$ cat src/design/wcp_pkg.sv
// Package for the window co-occurrence pair emitter: shared constants and codes.
// Used by every module of the block; it depends on nothing else.
package wcp_pkg;

    // Default sizes. The top level takes these as its parameter defaults.
    localparam int MAX_WINDOW  = 16;
    localparam int ID_BITS     = 24;
    localparam int QUEUE_DEPTH = 2;

    // Configuration port
    localparam int CFG_INDEX_BITS = 1;
    localparam int CFG_DATA_BITS  = 5;

    localparam logic [CFG_INDEX_BITS-1:0] CFG_WINDOW_SIZE = 1'd0;
    localparam logic [CFG_INDEX_BITS-1:0] CFG_OBEY_BOUNDS = 1'd1;

    localparam logic [CFG_DATA_BITS-1:0] WINDOW_SIZE_RST = 5'd5;
    localparam logic                     OBEY_BOUNDS_RST = 1'b1;

    // Input item kinds (tuser)
    localparam logic CMD_WORD     = 1'b0;
    localparam logic CMD_BOUNDARY = 1'b1;

endpackage

$ cat src/design/window_cooccurrence_pair_emitter_top.sv
// Top level of the window co-occurrence pair emitter: front end, job queue, back end.
// Depends on wcp_pkg, wcp_front, wcp_queue and wcp_back.
//
//  channel  | direction | beat carries
//  ---------+-----------+----------------------------------------------
//  s_*      | in        | tuser: cmd; tdata: word_id (signed), zero pad
//  m_*      | out       | tdata: row_id, col_id; tlast: last_of_run
//  cfg_*    | in        | cfg_index: register, cfg_data: value
//
// When a word beat is taken, the front end shifts the window and, if the word yields
// any pair, hands the back end a job holding the new id, a copy of the older entries
// and a mask of the valid ones. The back end loads a job while idle and then emits
// two pairs per valid older entry; it takes no new job until the last pair of the
// current one is registered. The back end has a single pair path.
// s_tready drops only when the job queue is full.
// Reset (async, rst_n low) fills the window with -1 and loads window_size = 5,
// with boundary clearing enabled; no clearing pass follows.
module window_cooccurrence_pair_emitter_top #(
    parameter int MAX_WINDOW  = wcp_pkg::MAX_WINDOW,
    parameter int ID_BITS     = wcp_pkg::ID_BITS,
    parameter int QUEUE_DEPTH = wcp_pkg::QUEUE_DEPTH
) (
    input  logic                                   clk,
    input  logic                                   rst_n,
    // configuration write channel
    input  logic                                   cfg_valid,
    output logic                                   cfg_ready,
    input  logic [wcp_pkg::CFG_INDEX_BITS-1:0]     cfg_index,
    input  logic [wcp_pkg::CFG_DATA_BITS-1:0]      cfg_data,
    // input stream
    input  logic                                   s_tvalid,
    output logic                                   s_tready,
    input  logic [((ID_BITS+1+7)/8)*8-1:0]          s_tdata,  // word_id, then zero pad
    input  logic                                   s_tuser,  // cmd
    // output stream
    output logic                                   m_tvalid,
    input  logic                                   m_tready,
    output logic [((2*ID_BITS+7)/8)*8-1:0]          m_tdata,  // row_id, col_id, then zero pad
    output logic                                   m_tlast   // last_of_run
);

    localparam int JOB_BITS      = ID_BITS * MAX_WINDOW + MAX_WINDOW - 1;
    localparam int OUT_DATA_BITS = ((2 * ID_BITS + 7) / 8) * 8;

    logic                front_valid;
    logic                front_ready;
    logic [JOB_BITS-1:0] front_data;
    logic                back_valid;
    logic                back_ready;
    logic [JOB_BITS-1:0] back_data;
    logic [ID_BITS-1:0]  row_id;
    logic [ID_BITS-1:0]  col_id;

    // Accept items, keep the window, build jobs
    wcp_front #(
        .MAX_WINDOW (MAX_WINDOW),
        .ID_BITS    (ID_BITS)
    ) u_front (
        .clk        (clk),
        .rst_n      (rst_n),
        .cfg_valid  (cfg_valid),
        .cfg_ready  (cfg_ready),
        .cfg_index  (cfg_index),
        .cfg_data   (cfg_data),
        .in_valid   (s_tvalid),
        .in_ready   (s_tready),
        .in_cmd     (s_tuser),
        .in_word_id (s_tdata[ID_BITS:0]),
        .job_valid  (front_valid),
        .job_ready  (front_ready),
        .job_data   (front_data)
    );

    // Decouple the two ends
    wcp_queue #(
        .WIDTH (JOB_BITS),
        .DEPTH (QUEUE_DEPTH)
    ) u_queue (
        .clk      (clk),
        .rst_n    (rst_n),
        .wr_valid (front_valid),
        .wr_ready (front_ready),
        .wr_data  (front_data),
        .rd_valid (back_valid),
        .rd_ready (back_ready),
        .rd_data  (back_data)
    );

    // Emit pairs oldest entry first, (new, old) then (old, new)
    wcp_back #(
        .MAX_WINDOW (MAX_WINDOW),
        .ID_BITS    (ID_BITS)
    ) u_back (
        .clk       (clk),
        .rst_n     (rst_n),
        .job_valid (back_valid),
        .job_ready (back_ready),
        .job_data  (back_data),
        .out_valid (m_tvalid),
        .out_ready (m_tready),
        .out_row   (row_id),
        .out_col   (col_id),
        .out_last  (m_tlast)
    );

    assign m_tdata = OUT_DATA_BITS'({col_id, row_id});

endmodule

$ cat src/design/wcp_front.sv
// Front end of the pair emitter: config registers, window shift register and job build.
// Depends on wcp_pkg. Pushes one job per word that yields at least one pair.
module wcp_front #(
    parameter int MAX_WINDOW = wcp_pkg::MAX_WINDOW,
    parameter int ID_BITS    = wcp_pkg::ID_BITS
) (
    input  logic                                   clk,
    input  logic                                   rst_n,
    // configuration write channel
    input  logic                                   cfg_valid,
    output logic                                   cfg_ready,
    input  logic [wcp_pkg::CFG_INDEX_BITS-1:0]     cfg_index,
    input  logic [wcp_pkg::CFG_DATA_BITS-1:0]      cfg_data,
    // input item
    input  logic                                   in_valid,
    output logic                                   in_ready,
    input  logic                                   in_cmd,
    input  logic [ID_BITS:0]                       in_word_id,
    // job out: {mask, entries, new id}
    output logic                                   job_valid,
    input  logic                                   job_ready,
    output logic [ID_BITS*MAX_WINDOW+MAX_WINDOW-2:0] job_data
);

    localparam int OLD_SLOTS = MAX_WINDOW - 1;
    localparam int WS_BITS   = $clog2(MAX_WINDOW + 1);

    logic [wcp_pkg::CFG_DATA_BITS-1:0] win_size_reg;
    logic                              obey_reg;
    logic [ID_BITS:0]                  win_reg [OLD_SLOTS];

    logic [WS_BITS-1:0]          ws_eff;
    logic [OLD_SLOTS-1:0]        mask;
    logic [ID_BITS*OLD_SLOTS-1:0] ents;
    logic                        accept;
    logic                        is_word;

    assign cfg_ready = 1'b1;
    assign in_ready  = job_ready;
    assign accept    = in_valid && in_ready;
    assign is_word   = (in_cmd == wcp_pkg::CMD_WORD);

    // Clamp the window size to 2..MAX_WINDOW
    always_comb
    begin
        int wsv;
        wsv = int'(win_size_reg);
        if (wsv < 2)
            wsv = 2;
        if (wsv > MAX_WINDOW)
            wsv = MAX_WINDOW;
        ws_eff = WS_BITS'(wsv);
    end

    // After the shift, old slot k sits at window position k+1
    always_comb
    begin
        for (int k = 0; k < OLD_SLOTS; k++)
        begin
            mask[k] = ((k + 1) < int'(ws_eff)) && !win_reg[k][ID_BITS];
            ents[k*ID_BITS +: ID_BITS] = win_reg[k][ID_BITS-1:0];
        end
    end

    assign job_valid = in_valid && is_word && !in_word_id[ID_BITS] && (mask != '0);
    assign job_data  = {mask, ents, in_word_id[ID_BITS-1:0]};

    always_ff @(posedge clk or negedge rst_n)
    begin
        if (!rst_n)
        begin
            win_size_reg <= wcp_pkg::WINDOW_SIZE_RST;
            obey_reg     <= wcp_pkg::OBEY_BOUNDS_RST;
        end
        else if (cfg_valid && cfg_ready)
        begin
            case (cfg_index)
                wcp_pkg::CFG_WINDOW_SIZE: win_size_reg <= cfg_data;
                wcp_pkg::CFG_OBEY_BOUNDS: obey_reg     <= cfg_data[0];
                default: ;
            endcase
        end
    end

    always_ff @(posedge clk or negedge rst_n)
    begin
        if (!rst_n)
        begin
            for (int k = 0; k < OLD_SLOTS; k++)
                win_reg[k] <= '1;
        end
        else if (accept)
        begin
            if (is_word)
            begin
                win_reg[0] <= in_word_id;
                for (int k = 1; k < OLD_SLOTS; k++)
                    win_reg[k] <= win_reg[k-1];
            end
            else if (obey_reg)
            begin
                for (int k = 0; k < OLD_SLOTS; k++)
                    win_reg[k] <= '1;
            end
        end
    end

endmodule

$ cat src/design/wcp_queue.sv
// Short job queue between the front and back ends of the pair emitter.
// Depends on wcp_pkg for its default depth.
module wcp_queue #(
    parameter int WIDTH = 8,
    parameter int DEPTH = wcp_pkg::QUEUE_DEPTH
) (
    input  logic             clk,
    input  logic             rst_n,
    input  logic             wr_valid,
    output logic             wr_ready,
    input  logic [WIDTH-1:0] wr_data,
    output logic             rd_valid,
    input  logic             rd_ready,
    output logic [WIDTH-1:0] rd_data
);

    localparam int PTR_BITS = (DEPTH > 1) ? $clog2(DEPTH) : 1;
    localparam int CNT_BITS = $clog2(DEPTH + 1);

    logic [WIDTH-1:0]    mem [DEPTH];
    logic [PTR_BITS-1:0] wr_ptr_reg;
    logic [PTR_BITS-1:0] rd_ptr_reg;
    logic [CNT_BITS-1:0] count_reg;
    logic                push;
    logic                pop;

    assign wr_ready = (count_reg != CNT_BITS'(DEPTH));
    assign rd_valid = (count_reg != '0);
    assign rd_data  = mem[rd_ptr_reg];
    assign push     = wr_valid && wr_ready;
    assign pop      = rd_valid && rd_ready;

    always_ff @(posedge clk)
    begin
        if (push)
            mem[wr_ptr_reg] <= wr_data;
    end

    always_ff @(posedge clk or negedge rst_n)
    begin
        if (!rst_n)
        begin
            wr_ptr_reg <= '0;
            rd_ptr_reg <= '0;
            count_reg  <= '0;
        end
        else
        begin
            if (push)
                wr_ptr_reg <= (wr_ptr_reg == PTR_BITS'(DEPTH - 1)) ? '0 : wr_ptr_reg + 1'b1;
            if (pop)
                rd_ptr_reg <= (rd_ptr_reg == PTR_BITS'(DEPTH - 1)) ? '0 : rd_ptr_reg + 1'b1;
            if (push && !pop)
                count_reg <= count_reg + 1'b1;
            else if (pop && !push)
                count_reg <= count_reg - 1'b1;
        end
    end

endmodule

$ cat src/design/wcp_back.sv
// Back end of the pair emitter: walks one job, one pair a beat, into an output register.
// Depends on wcp_pkg for parameter defaults.
module wcp_back #(
    parameter int MAX_WINDOW = wcp_pkg::MAX_WINDOW,
    parameter int ID_BITS    = wcp_pkg::ID_BITS
) (
    input  logic                                     clk,
    input  logic                                     rst_n,
    input  logic                                     job_valid,
    output logic                                     job_ready,
    input  logic [ID_BITS*MAX_WINDOW+MAX_WINDOW-2:0] job_data,
    output logic                                     out_valid,
    input  logic                                     out_ready,
    output logic [ID_BITS-1:0]                       out_row,
    output logic [ID_BITS-1:0]                       out_col,
    output logic                                     out_last
);

    localparam int OLD_SLOTS = MAX_WINDOW - 1;
    localparam int SEL_BITS  = (OLD_SLOTS > 1) ? $clog2(OLD_SLOTS) : 1;

    logic                         busy_reg;
    logic                         phase_reg;
    logic [ID_BITS-1:0]           id_reg;
    logic [ID_BITS*OLD_SLOTS-1:0] ents_reg;
    logic [OLD_SLOTS-1:0]         mask_reg;
    logic                         out_valid_reg;
    logic [ID_BITS-1:0]           row_reg;
    logic [ID_BITS-1:0]           col_reg;
    logic                         last_reg;

    logic [SEL_BITS-1:0]  sel;
    logic [OLD_SLOTS-1:0] mask_next;
    logic [ID_BITS-1:0]   ent;
    logic                 advance;

    // Oldest valid entry is the highest set mask bit
    always_comb
    begin
        sel = '0;
        for (int k = 0; k < OLD_SLOTS; k++)
        begin
            if (mask_reg[k])
                sel = SEL_BITS'(k);
        end
        for (int k = 0; k < OLD_SLOTS; k++)
            mask_next[k] = mask_reg[k] && (SEL_BITS'(k) != sel);
    end

    assign ent       = ents_reg[sel*ID_BITS +: ID_BITS];
    assign advance   = !out_valid_reg || out_ready;
    assign job_ready = !busy_reg;

    assign out_valid = out_valid_reg;
    assign out_row   = row_reg;
    assign out_col   = col_reg;
    assign out_last  = last_reg;

    always_ff @(posedge clk or negedge rst_n)
    begin
        if (!rst_n)
        begin
            busy_reg      <= 1'b0;
            phase_reg     <= 1'b0;
            out_valid_reg <= 1'b0;
            mask_reg      <= '0;
        end
        else
        begin
            if (!busy_reg)
            begin
                // load the next job
                if (job_valid)
                begin
                    busy_reg  <= 1'b1;
                    phase_reg <= 1'b0;
                    mask_reg  <= job_data[ID_BITS*MAX_WINDOW +: OLD_SLOTS];
                end
            end
            else if (advance)
            begin
                phase_reg <= !phase_reg;
                if (phase_reg)
                begin
                    mask_reg <= mask_next;
                    if (mask_next == '0)
                        busy_reg <= 1'b0;
                end
            end
            if (advance)
                out_valid_reg <= busy_reg;
        end
    end

    always_ff @(posedge clk)
    begin
        if (!busy_reg && job_valid)
        begin
            id_reg   <= job_data[ID_BITS-1:0];
            ents_reg <= job_data[ID_BITS +: ID_BITS*OLD_SLOTS];
        end
        if (busy_reg && advance)
        begin
            row_reg  <= phase_reg ? ent : id_reg;
            col_reg  <= phase_reg ? id_reg : ent;
            last_reg <= phase_reg && (mask_next == '0);
        end
    end

endmodule

$ cat config.mk
export PLATFORM = sky130hd
export DESIGN_NAME = window_cooccurrence_pair_emitter_top
export DESIGN_NICKNAME = d
export VERILOG_FILES = /design/src/design/wcp_pkg.sv /design/src/design/window_cooccurrence_pair_emitter_top.sv /design/src/design/wcp_front.sv /design/src/design/wcp_queue.sv /design/src/design/wcp_back.sv
export SDC_FILE = /design/constraint.sdc
export NUM_CORES = 1
export LEC_CHECK = 0
export BUFFER_PORTS_ARGS = -buffer_cell sky130_fd_sc_hd__buf_2
export CAP_MARGIN = 10
export CORE_UTILIZATION = 35
export CTS_BUF_LIST = sky130_fd_sc_hd__clkbuf_4 sky130_fd_sc_hd__clkbuf_8 sky130_fd_sc_hd__clkbuf_16
export CTS_CLUSTER_DIAMETER = 50
export DETAILED_ROUTE_END_ITERATION = 16
export MAX_ROUTING_LAYER = met4
export SYNTH_ARGS = -nofsm -noshare
export SYNTH_HDL_FRONTEND = slang
export SYNTH_HIERARCHICAL = 1
export SYNTH_SLANG_ARGS = --single-unit
$ cat constraint.sdc
create_clock -name clk -period 26.8 [get_ports clk]
set_input_delay 2.68 -clock clk [delete_from_list [all_inputs] [get_ports clk]]
set_output_delay 2.68 -clock clk [all_outputs]
set_load 0.02 [all_outputs]
==> run metrics, run 1 <==
multiplexer share of the synthesized area=0.102; fill cell count=17400; CTS Hold Buffers Added=0; Synth Area in Adders=0.000186; Synth top cells by count=1231 x edfxtp_1, 459 x nor2_1, 451 x nand2_1; Vias/cell=4.74; CTS H-tree lvls=4; Seq/Total Area, Yosys=0.707; CP Data Arrival Time=6.10 ns; area delta synth->final=7.05%; synthesized area per cell=15.1 µm²; global-route usage over all layers=0.140; count leader, synth=edfxtp_1; DP Wirelength=72.9 mm; fin nets=4165; main combinational cell family by area after synthesis=multiplexers; FFs w/ async S/R, synth=0.247; Startpoint Class=primary input; max-slew violations=0; CP cell instances=buf_8 -> nor2_1 -> nand2_1 -> a21oi_1 -> nand2_1 -> nor2_4 -> buf_12 -> buf_4; worst vdd ir=0.000117 V; final setup violation count=0; Synth Instances=4439; Cell Pwr Density=111 nW/µm²; WL final=133 mm; max-cap violations=0; GP Congestion=0.743; setup repair bufs after CTS=0; layout cells sized above 1=0.290; Die X=440 µm; number of placed I/O pins=96; yosys warns=6; Tot Pwr=7.96 mW; Resize count post-CTS=0; CTS root buf=clkbuf_16; drt pass-1 iters=5; Hold Fails Final Rpt=0; Synth Area in XOR/XNOR=0.000782; flop and latch count out of synthesis=1634; Synth Cell Area=67200 µm²; CP max-delay cell=buf_4; FMAX=175 MHz; Final TNS setup=0 ns; crit-path max cell delay=0.88 ns; Pleak=26.7 nW; Num CTS Buffers=158; crit end category=flip-flop; dpl ws=20.35 ns; clk sinks=1634; Synth Area in Simple Gates=0.0590; Setup WS post-layout=21.09 ns; outcome=complete, no violations; crit path kind=primary input to flip-flop; RSZ-0062 raised after global routing=no; GRT overflow=0; CTS tree=built; fin crit period=5.71 ns; die area=194000 µm²; Worst-Skew Late Latency=0.77 ns; Remaining DRCs=0; clock buffer depth=3; required time at the worst-slack endpoint=27.18 ns; Mapped Nets=4484; Yosys top cell area share=0.550; Worst Clk Skew=0.0272 ns; Post-synth EDFFs=1231; largest net degree at the start of global routing=188; Antenna Nets Post-Route=0; Primary FF master, synth=edfxtp_1; Clk pin slew, worst setup/hold paths=0.06 ns; final period utilization=0.213; Starting DRT DRC Count=2458; die height=440 µm; CP max FO=137; synth top area cells=edfxtp_1 55%, dfstp_2 15%, mux2_4 8.9%; Routed wire per std cell=19.6 µm; Starting Density=0.353; core region area=190000 µm²; vias in the first global route=32000; unique cell type count in the Yosys netlist=64; actual slew at the worst max-slew pin=1.29 ns; Tightest Hold Check Type=flip-flop to flip-flop; row count=160; # port buffers=87; routed vias=32100; global-route wire length before repair=200 mm; max_slew headroom=0.135; max reg flops=798; cell taking the most area after synthesis=edfxtp_1; Most common cell on crit path=nand2_1; Synth Area in Compound Gates=0.0573; initial antenna violation count=12
worst max-delay path, delay by kind of cell:
family          cells  cell delay, ns
simple gates        4            1.16
compound gates      1            0.20
buf+inv             3            1.74
stage by stage:
stage	area (µm²)	util	instances	hold slack (ns)
after global routing	72000	0.378	6769	0.484
after global placement	66600	0.350	6471	0.464
after CTS	71900	0.378	6766	0.479
after floorplan	67200	-	4439	0.451
final	72000	0.378	6769	0.476
after detailed placement	66600	0.350	6471	0.470
routing by layer:
| layer | vias to the layer above | global-route usage | part of all wire |
|---|---|---|---|
| met2 | 739 | 0.232 | 0.50 |
| met5 | - | - | 0 |
| li1 | 15000 | - | - |
| met4 | 0 | 0.0462 | 0.025 |
| met3 | 208 | 0.0243 | 0.046 |
| met1 | 16200 | 0.174 | 0.43 |
final cells by class:
cell class              count  area (µm²)  area share
clock inverters            84         751      0.0104
inverters                  25        93.8     0.00130
flip-flops and latches   1634       47500       0.661
multi-input cells        2152       14800       0.206
diodes                      3        7.51    0.000104
well taps                2511        3140      0.0437
repair buffers            149        1020      0.0142
clock buffers             211        4580      0.0637
final timing paths:
check / start / to / slack [ns] / depth (start not counted)
max: s_tuser / u_queue/mem[0][231] / 21.09 / 8
min: u_front/job_data[90] / u_front/job_data[90] / 0.48 / 2
max reg2reg: u_back/mask_reg[13] / u_back/out_col[0] / 21.23 / 9
min reg2reg: u_front/job_data[90] / u_front/job_data[90] / 0.48 / 2
max in group asynchronous: rst_n / u_front/job_data[188] / 22.89 / 3
min in group asynchronous: rst_n / u_back/out_valid / 1.96 / 1
placed cells by master, fill, tap and decap left out, types with 8 or more instances in the layout:
cell	instances
edfxtp_1	1231
nor2_1	456
nand2_1	451
mux2_4	399
dfstp_2	378
o21ai_0	252
clkbuf_16	168
o21ai_1	158
buf_2	85
mux2i_1	78
a21oi_1	77
a22oi_1	66
buf_4	54
clkbuf_4	34
clkinv_2	31
clkinv_1	24
inv_1	24
o22ai_1	24
dfrtp_1	21
nor4_1	20
a22o_1	16
o2bb2ai_1	16
nor3_1	14
bufinv_16	12
a31oi_1	12
o221ai_1	10
nor2b_1	10
clkinvlp_4	9
clkbuf_8	9
buf_12	8
power breakdown:
group          total (mW)  switching [mW]  internal (mW)
Combinational        1.76            1.22          0.538
Clock                2.25           0.928           1.32
Sequential           3.95           0.352           3.60
kinds of logic after synthesis:
kind of cell    count (synthesis)
buf+inv                       653
other cells                     1
fa+ha+maj                       1
flops                        1634
compound gates                666
xor+xnor                        6
simple gates                  996
mux                           482
Power figures use the tool's default switching activity.
==> inputs of run 2 (changes only) <==
clock period = 5.35 ns   (was 26.8 ns; I/O delays follow)
==> run 2 against run 1 <==
Effect of this change:
- critical path depth unchanged
- sequential power increased to 5.0 times the previous value
- first-iteration DRC count increased by 4.4%
- critical path type is now flip-flop to flip-flop
==> run metrics, run 2 (synthesized netlist as in run 1, its figures left out) <==
Pleak=27.0 nW; largest net degree at the start of global routing=155; global-route usage over all layers=0.140; CP delay by family, top=compound AO/OA/AOI/OAI gates; register-to-register setup slack=1.35 ns; worst vdd ir=0.000537 V; Hold Fails Final Rpt=0; worst path bufs/invs=1; fin nets=4218; GP Congestion=0.806; # port buffers=87; setup repair bufs after CTS=0; reg2reg end=u_back/out_col[15]; max_slew headroom=0.220; DP Wirelength=76.4 mm; Die X=440 µm; max-cap violations=0; die area=194000 µm²; clock buffer depth=3; Reg power frac=0.498; WL final=132 mm; die height=440 µm; power share of the clock group=0.287; CP max-delay cell=a21oi_4; Remaining DRCs=0; global-route wire length before repair=201 mm; max-slew violations=0; Vias/cell=4.76; outcome=complete, no violations; area delta synth->final=8.17%; Routed wire per std cell=19.3 µm; Cell Pwr Density=549 nW/µm²; Tightest Hold Check Type=primary input to flip-flop; Net Sw Power=12.2 mW; initial antenna violation count=10; CTS tree=built; Worst Hold End=u_queue/mem[1][2]; Cells after DPL=6497; clk sinks=1634; CP cell instances=nand2b_1 -> a221o_1 -> a21o_1 -> a21oi_4 -> buf_4 -> o221ai_1 -> a2111oi_2 -> mux2i_1; final setup violation count=0; CP Data Arrival Time=4.48 ns; fin crit period=4.00 ns; Antenna Nets Post-Route=0; row count=160; actual slew at the worst max-slew pin=1.17 ns; CP max FO=15; fill cell count=17300; FMAX=250 MHz; CTS root buf=clkbuf_16; Worst-Skew Late Latency=0.78 ns; Starting DRT DRC Count=2566; hold_sp=s_tdata[2]; crit end category=flip-flop; combinational share of power=0.214; Starting Density=0.353; final period utilization=0.747; CTS H-tree lvls=4; number of placed I/O pins=96; most common cell after layout, fill and taps aside=edfxtp_1; final std cells w/o fill=6821; Startpoint Class=flip-flop; crit path kind=flip-flop to flip-flop; Finished Core Util=0.382; Num CTS Buffers=159; Sw Share=0.307; core region area=190000 µm²; routed vias=32500; FF-to-FF path depth=8; required time at the worst-slack endpoint=5.84 ns; reg2reg start=u_back/mask_reg[2]; RSZ-0062 raised after global routing=no; Clk pin slew, worst setup/hold paths=0.06 ns; GRT overflow=0; Worst Hold Slack=0.0550 ns; layout cells sized above 1=0.295; Final TNS setup=0 ns; Tot Pwr=39.9 mW; most frequent cells in the layout=1231 x edfxtp_1, 456 x nor2_1, 451 x nand2_1; crit-path max cell delay=0.98 ns; Resize count post-CTS=0; hold path depth=1; max reg flops=798; internal power=27.7 mW; drt pass-1 iters=6; Worst Clk Skew=0.0257 ns; vias in the first global route=32800
-- run 2: cell count changes in the layout (fill, tap and decap cells not counted), sizes merged, moves of 11 or more --
cell | before | now
buf | 149 | 175
clkbuf | 211 | 222
clkinv | 57 | 39
dlygate4sd3 | 0 | 26
-- run 2: layer usage --
layer / vias up / wire, µm / track usage
li1: 15100 / - / -
met1: 16300 / 55700 / 0.171
met2: 807 / 65600 / 0.233
met3: 248 / 6820 / 0.0243
met4: 0 / 3840 / 0.0492
met5: - / 0 / -
-- run 2: worst max-delay path by stage --
stage / from / endpoint / depth (start not counted)
floorplan: u_front/win_size_reg[2] / u_queue/mem[0][0] / 8
global placement: u_back/mask_reg[2] / u_back/out_row[15] / 8
detailed placement: u_back/mask_reg[2] / u_back/out_col[15] / 8
CTS: u_back/mask_reg[2] / u_back/out_col[15] / 8
global route: u_back/mask_reg[11] / u_back/out_col[15] / 8
finish: u_back/mask_reg[2] / u_back/out_col[15] / 8
-- run 2: cell type report --
cell class              count  area, µm²  area share
multi-input cells        2152      14800       0.203
repair buffers            201       1700      0.0234
diodes                      4       10.0    0.000138
well taps                2511       3140      0.0432
clock inverters            72        774      0.0107
flip-flops and latches   1634      47500       0.654
inverters                  25       93.8     0.00129
clock buffers             222       4670      0.0642
-- run 2: timing repair --
item / CTS / global route
hold buffers: 26 / 0
setup endpoints to repair: 0 / 0
hold endpoints to repair: 86 / 0
-- run 2: power by group through the flow --
stage / clock, mW / sequential [mW] / combinational [mW]
after CTS: 11.7 / 19.9 / 8.63
after floorplan: 0 / 19.5 / 7.28
after global placement: 0 / 20.0 / 8.41
after detailed placement: 0 / 20.1 / 8.58
after global routing: 12.2 / 20.2 / 9.29
final: 11.5 / 19.9 / 8.56
-- run 2: through the flow --
step	cell area (µm²)	setup slack, ns
2_1_floorplan	67300	-2.44
3_3_place_gp	67000	1.40
3_5_place_dp	67000	1.41
4_1_cts	72700	1.37
5_1_grt	72700	1.27
6_report	72700	1.35
